<file path="config.mk">
export PLATFORM = sky130hd
export DESIGN_NAME = dtf_mul
export DESIGN_NICKNAME = d
export VERILOG_FILES = /design/src/hdl/dtf_pkg.sv /design/src/hdl/dtf_mul.sv
export SDC_FILE = /design/constraint.sdc
export NUM_CORES = 2
export LEC_CHECK = 0
export ABC_CLOCK_PERIOD_IN_PS = 11500
export BUFFER_PORTS_ARGS = -buffer_cell sky130_fd_sc_hd__buf_2
export CELL_PAD_IN_SITES_DETAIL_PLACEMENT = 2
export CELL_PAD_IN_SITES_GLOBAL_PLACEMENT = 2
export CORE_UTILIZATION = 45
export DETAILED_ROUTE_END_ITERATION = 10
export HOLD_SLACK_MARGIN = 0.1
export PLACE_DENSITY = 0.88
export SYNTH_ARGS = -nofsm -noshare
export SYNTH_HDL_FRONTEND = slang
export SYNTH_SLANG_ARGS = --single-unit
</file>
<file path="constraint.sdc">
create_clock -name clk -period 11.5 [get_ports clk]
set_input_delay 0.575 -clock clk [delete_from_list [all_inputs] [get_ports clk]]
set_output_delay 0.575 -clock clk [all_outputs]
set_load 0.02 [all_outputs]
</file>
<file path="src/hdl/dtf_pkg.sv">
// Types, constants and a helper function of the degenerate triangle filter.
package dtf_pkg;

  localparam int WIN_DEPTH = 10;
  localparam int WIN_AW    = (WIN_DEPTH > 1) ? $clog2(WIN_DEPTH) : 1;
  localparam int FILL_W    = $clog2(WIN_DEPTH + 1);

  localparam int COORD_W = 32;
  localparam int EDGE_W  = 33;
  localparam int SUM_W   = 34;
  localparam int DIFF_W  = 35;
  localparam int OPND_W  = 33;
  localparam int PROD_W  = 66;
  localparam int CROSS_W = 67;
  localparam int ACC_W   = 132;
  localparam int ROOT_W  = 44;
  localparam int RAD_W   = 2 * ROOT_W;
  localparam int TOTAL_W = 52;
  localparam int COUNT_W = 24;
  localparam int THR_W   = 32;

  localparam int IN_DATA_W  = 9 * COORD_W;
  localparam int IN_USER_W  = 1;
  localparam int OUT_DATA_W = ROOT_W + TOTAL_W + COUNT_W;
  localparam int OUT_USER_W = 3;
  localparam int CFG_AW     = 1;

  localparam logic [ROOT_W-1:0]  AREA_MAX  = '1;
  localparam logic [TOTAL_W-1:0] TOTAL_MAX = '1;
  localparam logic [COUNT_W-1:0] COUNT_MAX = '1;
  localparam logic [THR_W-1:0]   THR_RESET = THR_W'(10);

  typedef enum logic [CFG_AW-1:0] {
    REG_AREA_THR  = 1'b0,
    REG_CLOSE_THR = 1'b1
  } cfg_reg_t;

  typedef enum logic [2:0] {
    ST_IDLE,
    ST_CROSS,
    ST_ROOT_GO,
    ST_WIN,
    ST_FIN
  } state_t;

  // Request to the square root unit.
  typedef struct packed {
    logic             start;
    logic [RAD_W-1:0] radicand;
  } root_req_t;

  function automatic logic [OPND_W-1:0] abs_edge(input logic signed [EDGE_W-1:0] e);
    logic signed [EDGE_W-1:0] n;
    n = -e;
    return e[EDGE_W-1] ? n : e;
  endfunction

endpackage

</file>
<file path="src/hdl/dtf_mul.sv">
// Shared unsigned multiplier with a registered product.
module dtf_mul
  import dtf_pkg::*;
(
  input  logic              clk,
  input  logic [OPND_W-1:0] a,
  input  logic [OPND_W-1:0] b,
  output logic [PROD_W-1:0] prod
);

  always_ff @(posedge clk) begin
    prod <= PROD_W'(a) * PROD_W'(b);
  end

endmodule

</file>
==> results.yml <==
logic_synthesis:
  synthesis.instances: 4048
  synth-seq-area-share_pct: 3.61
  synthTopCellsByCount: "inv_1 (1048), fa_1 (958), and2_1 (574)"
  mappedNetlistArea_mm2: 0.0366
  ys_async_sr_fraction_pct: 0
  synthDominantAreaCellType: "fa_1"
  yosys_register_bits: 66
  number_of_synthesized_flops_with_an_enable_pin: 0
  synth_top_area_share_pct: 52.4
  synth_most_common_cell: "inv_1"
  synth-main-ff-cell: "dfxtp_1"
  number_of_nets_produced_by_synthesis: 5338
  synth_area_per_cell_um2: 9.04
  ys_types: 57
  ys_top_cells_by_area: "fa_1 (52%), inv_1 (11%), and2_1 (9.8%)"
  yosysWarningCount: 0
routing:
  drt_pass1_iterations: 5
  detail_route.iter0.violations: 1558
  drc: 0
  post_drt_wl_per_cell_um: 32.6
  vias_per_cell: 5.84
  drt.antenna.violating_nets: 0
  detailroute.via_count: 29600
  detail_route.wirelength_um: 165000
clocking:
  cts.sinks: 66
  cts_buffers: 9
  max-clock-path-buffers: 2
  h-tree-depth: 3
  clk_root_buffer_cell: "clkbuf_16"
  cts_setup_buffers: 0
  cts_resized: 0
  post_cts_hold_buffer_count: 0
  cts_tree: "yes"
  clock_transition_at_the_registers_of_the_reported_paths_ps: 70
outcome:
  status: "finished clean"
timing:
  final.setup.tns_ps: 0
  final_number_of_max_transition_violations: 0
  tightest_slew_ps: 1050
  period_minus_slack_ps: 9880
  setup_slack_ps: 1620
  highest_clock_rate_ghz: 0.101
  final-hold-violation-count: 0
  rsz0062_at_grt: "false"
  report.final.setup_viol: 0
  post-route-period-util_pct: 85.9
  hold_slack_ps: 848
  slew-limit-headroom_pct: 30.3
setup_path:
  cp_data_arrival_time_ps: 10140
  critical_path.max_fanout: 33
  timing.critical_path.from_type: "input pin"
  end_kind: "register"
  worst-endpoint-required_ps: 11760
  critical_path.startpoint: "a[21]"
  critPathKind: "input pin to register"
floorplan:
  num_rows: 104
  initial_core_util_pct: 45.4
  die_area_mm2: 0.0825
  die_height_um: 287
  floorplan.core_area_mm2: 0.0805
  floorplan.die.width_um: 287
  num_io_pins: 133
global_route:
  grt_max_degree: 34
  antenna_found_initial: 8
  grt_pass1_vias: 37800
  first_pass_grt_wire_length_um: 242000
  grt.total_usage_pct: 40.8
  globalRouteOverflowTotal: 0
final_layout:
  area_growth_syn_to_layout_pct: 4.61
  multiInputGateArea_mm2: 0.0306
  final-instance-count-excl-fill: 5069
  num-nets-final: 5288
  fill_cells: 8582
  regMostFlops: "prod"
  layout-drive-gt1-share_pct: 4.27
  reg.largest.list: "prod: 66 flops"
  largest_reg_flops: 66
  register_area_mm2: 0.00132
worst_hold_path:
  min_path_type: "input pin to register"
  timing.hold.worst.start: "a[0]"
flow_run:
  timing.max_cap.violations: 0
place:
  dp_hpwl_um: 127000
  place.detailed.instances: 5047
  dpl_worst_slack_ps: 2080
  io_buffer_count: 132
  globalplace.congestion: 0.876
==> cells in the final DEF (no fill, tap or decap), types with 3 or more instances in the layout <==
cell type	instances
a211oi_1	5
o21a_1	7
a21o_1	31
a21oi_1	73
a21boi_1	3
dfxtp_1	66
clkbuf_16	9
nor2b_1	6
and2_1	574
o21ai_1	23
nor2_1	33
diode_2	6
buf_4	18
bufinv_16	3
buf_2	132
ha_1	265
nor3_1	4
nand3_1	10
xor2_1	24
o21bai_1	8
fa_1	958
xnor2_1	41
o21ai_0	15
nand4_1	16
a31oi_1	6
and4_1	4
inv_1	1048
o31ai_1	3
and3_1	7
nand2_1	567
==> critical path, stage by stage <==
cell      delay (ps)
buf_2            390
and2_1           340
fa_1             670
inv_1            150
fa_1             740
inv_1            130
fa_1             510
inv_1             70
fa_1             580
inv_1             90
fa_1             510
fa_1             530
fa_1             720
inv_1            120
fa_1             510
inv_1             50
ha_1             410
a21oi_1          370
o31ai_1          170
a31oi_1          240
o21ai_1          130
a21oi_1          750
o21bai_1         400
a311o_1          420
a21oi_1          250
o21ai_1          110
xor2_1           150
==> per-stage QoR <==
| step | area, µm² | util (%) |
|---|---|---|
| 3_5_place_dp | 37900 | 47.1 |
| 6_report | 38300 | 47.5 |
| 4_1_cts | 38300 | 47.5 |
| 5_1_grt | 38300 | 47.5 |
| 3_3_place_gp | 37900 | 47.1 |
| 2_1_floorplan | 36600 | - |
==> cell families after synthesis <==
kind of cell	after synthesis	share of synthesized area, %
flops	66	3.61
fa+ha+maj	1223	61.5
buf+inv	1260	12.9
xor+xnor	65	1.56
compound gates	201	3.45
simple gates	1233	17.0
==> path summary, 6_finish.rpt <==
check        to  slack [ps]  cells after the start
max    prod[63]        1620                     27
min     prod[0]         850                      3
==> layout make-up <==
class	count	share of cell area [%]
Multi-Input combinational cell	2722	79.8
Inverter	1049	10.3
Tap cell	1060	3.46
Sequential cell	66	3.45
Timing Repair Buffer	150	2.08
Clock buffer	10	0.598
Clock inverter	6	0.301
Antenna cell	6	0.0392
==> layer usage <==
| layer | share of wire, % | up-vias | GRT usage [%] |
|---|---|---|---|
| li1 | - | 11400 | - |
| met1 | 31 | 15600 | 38.3 |
| met2 | 51 | 1642 | 72.8 |
| met3 | 5.6 | 956 | 7.83 |
| met4 | 12 | 4 | 41.4 |
| met5 | 0.016 | - | 0.465 |
Power is not shown: default switching activity piles up to over one toggle a cycle in this logic, so the estimate is an artifact.
